===== src/rtl/double_round_to_integral_assert.svh =====
// Assertion macros for the round-to-integral block.
// Used by rtl/double_round_to_integral.sv; no other dependencies.
`ifndef DOUBLE_ROUND_TO_INTEGRAL_ASSERT_SVH
`define DOUBLE_ROUND_TO_INTEGRAL_ASSERT_SVH
`ifndef SYNTH
`define DRI_ASSERT(label, clk_s, rst_s, prop, msg) \
    label: assert property (@(posedge clk_s) disable iff (!rst_s) (prop)) else $error(msg);
`define DRI_ASSERT_RST(label, clk_s, prop, msg) \
    label: assert property (@(posedge clk_s) (prop)) else $error(msg);
`else
`define DRI_ASSERT(label, clk_s, rst_s, prop, msg)
`define DRI_ASSERT_RST(label, clk_s, prop, msg)
`endif
`endif


===== src/rtl/dri_pkg.sv =====
// Package for the round-to-integral block: binary64 constants and mode codes.
// No dependencies.
package dri_pkg;
    localparam int unsigned DATA_W = 64;
    localparam logic [1:0] MODE_NEAR = 2'd0;
    localparam logic [1:0] MODE_DOWN = 2'd1;
    localparam logic [1:0] MODE_UP   = 2'd2;
    localparam logic [1:0] MODE_ZERO = 2'd3;
    localparam logic [10:0] EXP_BIAS    = 11'd1023;
    localparam logic [10:0] EXP_INTEG   = 11'd1075;
    localparam logic [10:0] EXP_SPECIAL = 11'h7FF;
    localparam logic [62:0] ONE_MAG  = 63'h3FF0000000000000;
    localparam logic [62:0] HALF_MAG = 63'h3FE0000000000000;
endpackage


===== src/rtl/double_round_to_integral.sv =====
// Top level of the round-to-integral block for binary64 values.
// Depends on dri_pkg and double_round_to_integral_assert.svh.
//
// Items arrive on the s_axis channel: tdata holds one binary64 pattern.
// The rounded pattern leaves on m_axis tdata. The rounding mode (nearest-even,
// down, up, toward zero) is written through cfg_wr_en/cfg_wr_data; the user
// must write it only while the block is idle, which the block does not enforce.
// NaN and infinity pass unchanged, and a zero result keeps the input's sign.
// The datapath has three register stages: mask build and decode, the
// rounding decision, then the increment and final select. An item passes
// through each stage in turn before its result shows on m_axis; one item is
// taken in every cycle while the output is taken.
// Each stage advances when it is empty or the stage after it moves, so a
// stall at the receiver holds every stage and loses nothing; s_axis_tready
// falls only when the whole pipeline is full.
// Reset clears the valid bits and sets the mode to nearest-even.
`include "double_round_to_integral_assert.svh"
module double_round_to_integral (
    input  logic                       clk,
    input  logic                       rst_n,
    input  logic                       cfg_wr_en,
    input  logic [1:0]                 cfg_wr_data,
    input  logic                       s_axis_tvalid,
    output logic                       s_axis_tready,
    input  logic [dri_pkg::DATA_W-1:0] s_axis_tdata,  // [63:0] value_bits
    output logic                       m_axis_tvalid,
    input  logic                       m_axis_tready,
    output logic [dri_pkg::DATA_W-1:0] m_axis_tdata   // [63:0] result_bits
);
    import dri_pkg::*;

    logic [1:0]  mode_reg;
    logic        v1_reg, v2_reg, v3_reg;
    logic        adv1, adv2, adv3;

    logic [63:0] x1_reg, x2_reg;
    logic [62:0] mask1_reg, half1_reg, mask2_reg;
    logic        pass1_reg, small1_reg;
    logic        pass2_reg, small2_reg, inc2_reg, one2_reg;
    logic [63:0] res3_reg;

    logic [10:0] exp_in;
    logic [5:0]  fbits;
    logic [62:0] mask_next, half_next;

    assign adv3 = !v3_reg || m_axis_tready;
    assign adv2 = !v2_reg || adv3;
    assign adv1 = !v1_reg || adv2;
    assign s_axis_tready = adv1;

    assign exp_in = s_axis_tdata[62:52];
    assign fbits  = 6'(EXP_INTEG - exp_in);

    always_comb
    begin
        mask_next = (63'd1 << fbits) - 63'd1;
        half_next = (63'd1 << fbits) >> 1;
    end

    always_ff @(posedge clk or negedge rst_n)
    begin
        if (!rst_n)
        begin
            mode_reg <= MODE_NEAR;
            v1_reg   <= 1'b0;
            v2_reg   <= 1'b0;
            v3_reg   <= 1'b0;
        end
        else
        begin
            if (cfg_wr_en)
                mode_reg <= cfg_wr_data;
            if (adv1)
                v1_reg <= s_axis_tvalid;
            if (adv2)
                v2_reg <= v1_reg;
            if (adv3)
                v3_reg <= v2_reg;
        end
    end

    logic [62:0] mag1, frac1;
    logic        neg1, nz1, inc_c, one_c;

    always_comb
    begin
        mag1  = x1_reg[62:0];
        neg1  = x1_reg[63];
        frac1 = mag1 & mask1_reg;
        nz1   = frac1 != 63'd0;
        inc_c = 1'b0;
        one_c = 1'b0;
        unique case (mode_reg)
            MODE_NEAR:
            begin
                inc_c = (frac1 > half1_reg) ||
                        ((frac1 == half1_reg) && ((mag1 & (half1_reg << 1)) != 63'd0));
                one_c = mag1 > HALF_MAG;
            end
            MODE_DOWN:
            begin
                inc_c = neg1 && nz1;
                one_c = neg1 && (mag1 != 63'd0);
            end
            MODE_UP:
            begin
                inc_c = !neg1 && nz1;
                one_c = !neg1 && (mag1 != 63'd0);
            end
            MODE_ZERO:
            begin
                inc_c = 1'b0;
                one_c = 1'b0;
            end
            default:
            begin
                inc_c = 1'b0;
                one_c = 1'b0;
            end
        endcase
    end

    logic [62:0] kept2;

    always_comb
    begin
        kept2 = (x2_reg[62:0] & ~mask2_reg) + (inc2_reg ? (mask2_reg + 63'd1) : 63'd0);
    end

    always_ff @(posedge clk)
    begin
        if (adv1)
        begin
            x1_reg     <= s_axis_tdata;
            mask1_reg  <= mask_next;
            half1_reg  <= half_next;
            pass1_reg  <= (exp_in == EXP_SPECIAL) || (exp_in >= EXP_INTEG);
            small1_reg <= exp_in < EXP_BIAS;
        end
        if (adv2)
        begin
            x2_reg     <= x1_reg;
            mask2_reg  <= mask1_reg;
            pass2_reg  <= pass1_reg;
            small2_reg <= small1_reg;
            inc2_reg   <= inc_c;
            one2_reg   <= one_c;
        end
        if (adv3)
        begin
            if (pass2_reg)
                res3_reg <= x2_reg;
            else if (small2_reg)
                res3_reg <= {x2_reg[63], one2_reg ? ONE_MAG : 63'd0};
            else
                res3_reg <= {x2_reg[63], kept2};
        end
    end

    assign m_axis_tvalid = v3_reg;
    assign m_axis_tdata  = res3_reg;

    `DRI_ASSERT(a_hold_out, clk, rst_n, (m_axis_tvalid && !m_axis_tready) |=> (m_axis_tvalid && $stable(m_axis_tdata)), "stalled result changed")
    `DRI_ASSERT(a_full_stall, clk, rst_n, (!s_axis_tready) |-> (v1_reg && v2_reg && v3_reg), "input stalled with a free stage")
    `DRI_ASSERT(a_sign_kept, clk, rst_n, (m_axis_tvalid && !(res3_reg[62:52] == EXP_SPECIAL)) |-> (res3_reg[63] == $past(x2_reg[63]) || !$past(adv3)), "result sign differs from input")
    `DRI_ASSERT_RST(a_reset_empty, clk, (!rst_n) |-> (!m_axis_tvalid), "result valid during reset")
endmodule

===== config.mk =====
export PLATFORM = sky130hd
export DESIGN_NAME = double_round_to_integral
export DESIGN_NICKNAME = d
export VERILOG_FILES = /design/src/rtl/dri_pkg.sv /design/src/rtl/double_round_to_integral.sv
export VERILOG_INCLUDE_DIRS = /design/src /design/src/rtl
export SDC_FILE = /design/constraint.sdc
export NUM_CORES = 1
export LEC_CHECK = 0
export BUFFER_PORTS_ARGS = -buffer_cell sky130_fd_sc_hd__buf_4
export CAP_MARGIN = 20
export CORE_MARGIN = 4
export CORE_UTILIZATION = 35
export DETAILED_ROUTE_END_ITERATION = 7
export GPL_TIMING_DRIVEN = 1
export HOLD_SLACK_MARGIN = 0.12
export PLACE_DENSITY_LB_ADDON = 0.1
export SETUP_SLACK_MARGIN = 0.1
export SLEW_MARGIN = 10
export SYNTH_ARGS = -nofsm -noshare
export SYNTH_HDL_FRONTEND = slang
export SYNTH_SLANG_ARGS = --single-unit
export TNS_END_PERCENT = 10

===== constraint.sdc =====
create_clock -name clk -period 9 [get_ports clk]
set_clock_uncertainty 0.2 [all_clocks]
set_input_delay 0.45 -clock clk [delete_from_list [all_inputs] [get_ports clk]]
set_output_delay 0.45 -clock clk [all_outputs]
set_load 0.02 [all_outputs]

Yosys cells after proc, flatten, opt, wreduce, memory -nomap -nowiden
Index checks and enable logic that the tools add are counted.
Cells by class
  $add $sub $neg: 4
  $lt $le $gt $ge: 4
  equality and inequality tests: 5
  shift operators: 1
  multiplexer cells: 6
  bitwise gates (word level): 4
  reduce and logical (&&, ||, !) cells: 18
Operator list (count)
  $and 63x63->63: 3
  $mux 63: 3
  $reduce_bool 63->1: 3
  $add 63x1->63 const B: 1
  $add 63x63->63: 1
  $eq 63x62->1: 1
  $gt 63x62->1: 1
  $gt 63x62->1 const B: 1
  $not 63->63: 1
  $shl 1x6->63 const A: 1
  $sub 63x1->63 const B: 1
  $mux 62: 1
  $eq 11x11->1 const B: 1
  $ge 11x11->1 const B: 1
  $lt 11x10->1 const B: 1
  $pmux 1 s4: 2
  $sub 6x6->6 const A: 1
  $logic_and 1x1->1: 5
  $logic_or 1x1->1: 5
  $eq 2x2->1 const B: 2
  $logic_not 1->1: 4
  $eq 2x1->1 const B: 1
  $logic_not 2->1: 1
Storage, ports and cells
  bits in registers: 391

Depth between registers and ports, before layout
Gate-level depths: netlist (run 1).
  word-level depth: 5
  gate-level depth with buffers: 22
  mapped depth without buffers: 21

Worst setup path before layout (run 1)
No wires, ideal clock.
  kind: register to register
  start: register v3_reg, in the netlist m_axis_tvalid
  end: register half1_reg[0], enable pin
  library setup time: 2.483 ns
  arrival time: 5.929 ns
  data required time: 6.317 ns
  setup slack: 0.388 ns
  stages on the path, launching flop included: 2
  path buffers: 0
  clock period less this slack: 8.612 ns
  path through: dfrtp_1 > nand4b_1
On the way
  cells in the longest elaborated chain, start to end: 4
RTL lines
  start, declared: line double_round_to_integral.sv:33  | logic v1_reg, v2_reg, v3_reg;
  start signal, assigned: line double_round_to_integral.sv:78  | v3_reg <= v2_reg;
  $logic_not 1->1: line double_round_to_integral.sv:46  | assign adv3 = !v3_reg || m_axis_tready;
  $logic_or 1x1->1: line double_round_to_integral.sv:46
  $logic_or 1x1->1: line double_round_to_integral.sv:47  | assign adv2 = !v2_reg || adv3;
  $logic_or 1x1->1: line double_round_to_integral.sv:48  | assign adv1 = !v1_reg || adv2;
  net s_axis_tready: line double_round_to_integral.sv:24  | output logic s_axis_tready,
  end signal, assigned: line double_round_to_integral.sv:136  | half1_reg <= half_next;
  end, declared: line double_round_to_integral.sv:37  | logic [62:0] mask1_reg, half1_reg, mask2_reg;
The timed path passes the listed nets, and every way through them passes these cells.
A chain may end at the register's enable or synchronous reset.

Final worst setup path (run 1)
  start: register mask2_reg[0]
  end: register res3_reg[53], in the netlist m_axis_tdata[53], data pin
On the way
  cells in the longest elaborated chain, start to end: 5
  elaborated cells between the ends (all ways): 7
  classes of those cells: add/sub (2); mux (3); bitwise (2)
RTL lines
  start, declared: line double_round_to_integral.sv:37
  start signal, assigned: line double_round_to_integral.sv:143  | mask2_reg <= mask1_reg;
  $add 63x1->63 or $not 63->63 (tied branches): line double_round_to_integral.sv:127  | kept2 = (x2_reg[62:0] & ~mask2_reg) + (inc2_reg ? (mask2_reg + 63'd1) : 63'd0);
  $mux 63 or $and 63x63->63 (tied branches): line double_round_to_integral.sv:127
  $add 63x63->63 (*): line double_round_to_integral.sv:127
  $mux 63 (*): line double_round_to_integral.sv:153  | else if (small2_reg)
  $mux 63 (*): line double_round_to_integral.sv:151  | if (pass2_reg)
  end signal, assigned: line double_round_to_integral.sv:152  | res3_reg <= x2_reg;
  end signal, assigned: line double_round_to_integral.sv:154  | res3_reg <= {x2_reg[63], one2_reg ? ONE_MAG : 63'd0};
  end signal, assigned: line double_round_to_integral.sv:156  | res3_reg <= {x2_reg[63], kept2};
  end, declared: line double_round_to_integral.sv:40  | logic [63:0] res3_reg;
Every way passes the cells marked *; elsewhere a longest branch is shown, timed or not.

==> results of run 1 <==
[synth_stat cells, types with 22 or more instances]
| cell | n |
|---|---|
| clkbuf_1 | 49 |
| and3_1 | 22 |
| xnor2_1 | 74 |
| nor2b_1 | 78 |
| ha_1 | 129 |
| and2_1 | 111 |
| nor4_1 | 28 |
| nor2_1 | 151 |
| a21oi_1 | 112 |
| o21ai_0 | 133 |
| inv_1 | 97 |
| nand4_1 | 50 |
| xor2_1 | 42 |
| a21o_1 | 67 |
| nor3_1 | 24 |
| nand2_1 | 183 |
| edfxtp_1 | 386 |
| nand3_1 | 45 |
[metal layers]
metal | track usage, % | vias to the layer above
li1 | - | 8173
met1 | 33.8 | 8716
met2 | 34.1 | 711
met3 | 4.20 | 141
met4 | 7.22 | 0
met5 | 0 | -
[critical path, stage by stage (launching register included)]
cell and delay, ps:
edfxtp_1 430, ha_1 230, nand2_1 160, or4_1 530, nor2_2 300, nand3_2 190
nor2_1 260, and2_1 220, nand2_1 80, xnor2_1 120, and2_1 150, ha_1 340
a21oi_1 200, o21ai_0 170, or2_2 340, a311oi_1 280, a21oi_1 240, a21oi_2 320
o21ai_1 110, xor2_1 160, a221o_1 330
[repair_timing]
action,4_1_cts,5_1_grt
gates resized for setup,0,0
endpoints found under the hold margin,76,0
hold buffers,70,0
[through the flow]
| step | setup WS, ps | hold WS [ps] | power, W | std cells |
|---|---|---|---|---|
| CTS | 3370 | 126 | 0.00598 | 3184 |
| global route | 3000 | 174 | 0.00623 | 3184 |
| floorplan | 388 | -45.6 | 0.00345 | 2099 |
| detailed placement | 3410 | 59.1 | 0.00401 | 3030 |
| global placement | 3550 | 54.8 | 0.00402 | 3030 |
| finish | 3350 | 156 | 0.00595 | 3186 |
[power by group]
| part | leakage (nW) | switching, W | internal [W] |
|---|---|---|---|
| combinational | 5.61 | 0.000893 | 0.000566 |
| clock | 0.750 | 0.000766 | 0.00115 |
| sequential | 4.03 | 0.000265 | 0.00231 |
[worst paths after layout]
check / start / endpoint / slack (ps)
worst max-delay path: mask2_reg[0] / m_axis_tdata[53] / 3350
worst min-delay path: m_axis_tready / m_axis_tvalid / 160
worst max register to register: mask2_reg[0] / m_axis_tdata[53] / 3350
worst min register to register: small1_reg / small2_reg / 220
max in group asynchronous: rst_n / mode_reg[0] / 7790
min in group asynchronous: rst_n / v2_reg / 600
[cells by family after synthesis]
logic type	count (synthesis)
mux	6
simple gates	790
compound gates	500
buf+inv	166
flops	391
xor+xnor	116
fa+ha+maj	130
[placed cells by master, fill, tap and decap left out, types with 24 or more instances in the layout]
master         synthesis  layout
buf_4                  0     153
ha_1                 129     129
nand2_1              183     183
nor3_1                24      24
a21o_1                67      67
nor2_1               151     150
xor2_1                42      42
a21oi_1              112     112
edfxtp_1             386     386
dlygate4sd3_1          0      70
nor4_1                28      28
o21ai_0              133     133
clkbuf_16              0      47
and2_1               111     111
xnor2_1               74      74
inv_1                 97      97
nand3_1               45      45
nand4_1               50      50
nor2b_1               78      78
[area by class of cell]
cell class                      count  area share [%]
Sequential cell                   391            43.9
Antenna cell                        2          0.0188
Tap cell                          846            3.97
Multi-Input combinational cell   1542            38.0
Timing Repair Buffer              223            6.93
Clock inverter                     21            1.05
Inverter                           98            1.38
Clock buffer                       63            4.71
==> flow_summary.ini, run 1 <==
[synthesis]
ys.flop_type = edfxtp_1
synth_top_cell_by_area = edfxtp_1
synth_warnings = 0
synth_adder_area_share_pct = 7.27
synth_nets = 2300
synth_compound_gate_area_share_pct = 14.3
synth_mux_area_share_pct = 0.284
synth_seq_area_share_pct = 52.1
netlist.area_leader.share_pct = 51.5
synth_area_per_cell_sq_um = 10.7
synthCells = 2099
synth_top_family_by_area = simple AND/OR/NAND/NOR gates
netlist_area_sq_um = 22500
synth.area.top_cells = edfxtp_1, ha_1, and2_1, nand2_1, o21ai_0
async_flop_share_pct = 1.28
yosysUniqueCellTypes = 85
synth_xor_area_share_pct = 4.52
yosys.area_share.simple_pct = 18.6
synth_edf_count = 386
synth_seq_cells = 391

[flow_run]
maxCapViolCount = 0

[clock_network]
cts_buffers = 46
clock_latency_ps = 580
root_buffer = clkbuf_16
cts.sinks = 391
cts_tree = yes
clk_pin_slew_ps = 70
cts.path.max_buffers = 3
ctsHtreeMaxLevel = 2
postCtsSetupRepairBufs = 0

[routing]
detail-route-antenna-nets = 0
dr.pass1.iters = 6
via_count = 17700
routedLengthMet1_microns = 37400
routed_via_density = 5.57
top_layer = met4
routed-wl-met3_microns = 5420
drc_errors = 0
drtIter0Drc = 1650
drt-total-wl_microns = 79900
wl_per_cell_microns = 25.1
dr_wl_met2_microns = 34300

[setup_path]
endpoint_kind = register
cp_max_fo = 6
crit_type = register to register
r2r_cells = 20
required_ps = 9130
critPathLaunchType = register
arrival_ps = 5780

[timing]
fmax_mhz = 177
fin_tns_setup_ps = 0
period_needed_ps = 5650
max_slew.worst_pin.slew_ps = 1140
maxSlewViolCount = 0
slew_headroom_pct = 23.2
hold_viol = 0
grt_setup_unrepaired = false
finalSetupViolCount = 0
fin_crit_sh_pct = 62.8

[layout]
final_layout_size_suffix_gt1_share_pct = 11.2
multi_input_area_sq_um = 10100
finalInstanceArea_sq_um = 26700
area_growth_syn_to_layout_pct = 18.6
nNetsFinal = 2503
nFillCells = 6190
finish.utilization_pct = 42.1
regArea_sq_um = 11700

[pwr]
p_leak_nw = 10.4
power_density_nw_per_um2 = 223
peakVddDrop_mv = 0.128

[grt]
overflow = 0
antenna_found_initial = 2
first_global_vias = 17100
grt_max_degree = 78
grt_util_all_layers_pct = 22.9
grt_pass1_wl_microns = 115000

[floorplan]
num_rows = 92
die_h_microns = 261
initial_core_util_pct = 35.5
core_area_sq_um = 63300
die_w_microns = 261
ioPinCount = 137
dieArea_sq_um = 68400

[placed_design]
placed_area_sq_um = 24400
hpwlAfterDp_microns = 62400
place_congestion = 0.960
numPortBuffers = 136

[hold_path]
hold_depth = 3
hold_path_class = input port to register

[run_status]
status = finished clean
No activity file was read; power rests on OpenSTA's default activity.
==> run 2: changes to the inputs <==
- clock period: 9 -> 5.4 ns (I/O delays scaled with it)
==> flow_summary.ini, run 2 (synthesis results as in run 1) <==
[run_status]
status = finished clean

[grt]
first_global_vias = 17200
grt_pass1_wl_microns = 117000
grt_max_degree = 144
overflow = 0
grt_util_all_layers_pct = 23.2
antenna_found_initial = 4

[setup_path]
cp_max_fo = 6
endpoint_kind = register
crit_type = register to register
arrival_ps = 5160
required_ps = 5530
critPathLaunchType = register
r2r_cells = 20
reg2reg_to = m_axis_tdata[57]
rrSetupSlack_ps = 360
r2r_start = mask2_reg[0]

[hold_path]
min_to = x1_reg[4]
hold_depth = 2
hp-start = s_axis_tdata[4]
hold_path_class = input port to register

[pwr]
pwr-share-comb_pct = 25.2
peakVddDrop_mv = 0.204
power_density_nw_per_um2 = 368
p_leak_nw = 10.5
intPower_w = 0.00667
p_sw_w = 0.00327
pwr-share-seq_pct = 43.2
swShare_pct = 32.9
clkPwrFrac_pct = 31.6

[timing]
period_needed_ps = 5040
slew_headroom_pct = 30.3
finalSetupViolCount = 0
hold_viol = 0
grt_setup_unrepaired = true
hold_ws_ps = 202
fin_crit_sh_pct = 93.3
maxSlewViolCount = 0
fin_tns_setup_ps = 0
fmax_mhz = 198
max_slew.worst_pin.slew_ps = 1040

[routing]
dr.pass1.iters = 6
detail-route-antenna-nets = 0
via_count = 17800
wl_per_cell_microns = 25.0
drt-total-wl_microns = 80800
drc_errors = 0
routed_via_density = 5.53
drtIter0Drc = 1659

[clock_network]
ctsHtreeMaxLevel = 2
cts.path.max_buffers = 3
cts_tree = yes
clock_latency_ps = 590
cts.sinks = 391
cts_buffers = 46
clk_pin_slew_ps = 60
root_buffer = clkbuf_16

[floorplan]
num_rows = 92
dieArea_sq_um = 68400
ioPinCount = 137
die_h_microns = 261
initial_core_util_pct = 35.5
core_area_sq_um = 63300
die_w_microns = 261

[layout]
nNetsFinal = 2540
layout_common_cells = edfxtp_1, buf_4, nand2_1, nor2_1, o21ai_0
finish.utilization_pct = 42.7
area_growth_syn_to_layout_pct = 20.2
final_layout_size_suffix_gt1_share_pct = 13.2
layout_commonest_cell = edfxtp_1

[flow_run]
maxCapViolCount = 0

[placed_design]
place_congestion = 0.984
hpwlAfterDp_microns = 63100
numPortBuffers = 136
==> run 2: repair_timing <==
action,4_1_cts,5_1_grt
setup buffers,0,3
pin swaps,0,3
endpoints found under the setup margin,3,17
endpoints found under the hold margin,101,0
cloned,0,0
hold buffers,72,0
resized for setup,1,14
==> run 2: metal layers <==
metal	wire, microns	global-route usage, %
met5	13	0
met1	38700	35.4
met2	35000	34.8
met3	5000	3.02
met4	2010	5.62
==> run 2: final cells by class <==
class,count,area (sq um)
Timing Repair Buffer,260,2160
Sequential cell,391,11700
Clock buffer,57,1230
Fill cell,6150,36300
Inverter,98,368
Clock inverter,28,287
Multi-Input combinational cell,1542,10200
Tap cell,846,1060
Antenna cell,3,7.51
==> run 2: power groups by stage <==
| stage | combinational (W) | clock (W) | sequential, W |
|---|---|---|---|
| 6_report | 0.00251 | 0.00314 | 0.00429 |
| 5_1_grt | 0.00274 | 0.00335 | 0.00432 |
| 4_1_cts | 0.00247 | 0.00322 | 0.00428 |
| 3_5_place_dp | 0.00241 | 0 | 0.00434 |
| 3_3_place_gp | 0.00241 | 0 | 0.00434 |
| 2_1_floorplan | 0.00152 | 0 | 0.00422 |
==> run 2: critical path: stages, from the launching register on <==
cell      delay, ps
edfxtp_1        410
ha_1            220
nand2_1         150
or4_4           490
nor2_2          180
nand3_4         140
nor2_2          140
nand3_1         110
xnor2_1         140
and2_1          160
ha_1            310
buf_4           170
and3_1          180
and3_1          200
a32o_1          200
a21oi_1         330
a21oi_2         190
a21oi_2         260
o31ai_1         110
xor2_1          150
a221o_1         330
==> run 2: how the worst max path moves through the flow <==
stage | start | to | slack, ps
2_1_floorplan | m_axis_tvalid | half1_reg[0] | -3130
3_3_place_gp | mask2_reg[0] | m_axis_tdata[53] | 120
3_5_place_dp | mask2_reg[0] | m_axis_tdata[57] | 60
4_1_cts | mask2_reg[0] | m_axis_tdata[57] | 150
5_1_grt | mask2_reg[9] | m_axis_tdata[54] | 80
6_report | mask2_reg[0] | m_axis_tdata[57] | 360
==> run 2: per-stage QoR <==
| step | std cells | area, sq um | total power [W] | worst slack, ps |
|---|---|---|---|---|
| 2_1_floorplan | 2099 | 22500 | 0.00574 | -3130 |
| 3_3_place_gp | 3062 | 24700 | 0.00676 | 122 |
| 3_5_place_dp | 3062 | 24700 | 0.00675 | 64.7 |
| 4_1_cts | 3219 | 26900 | 0.00997 | 150 |
| 5_1_grt | 3222 | 27000 | 0.0104 | 82.3 |
| 6_report | 3225 | 27000 | 0.00994 | 361 |
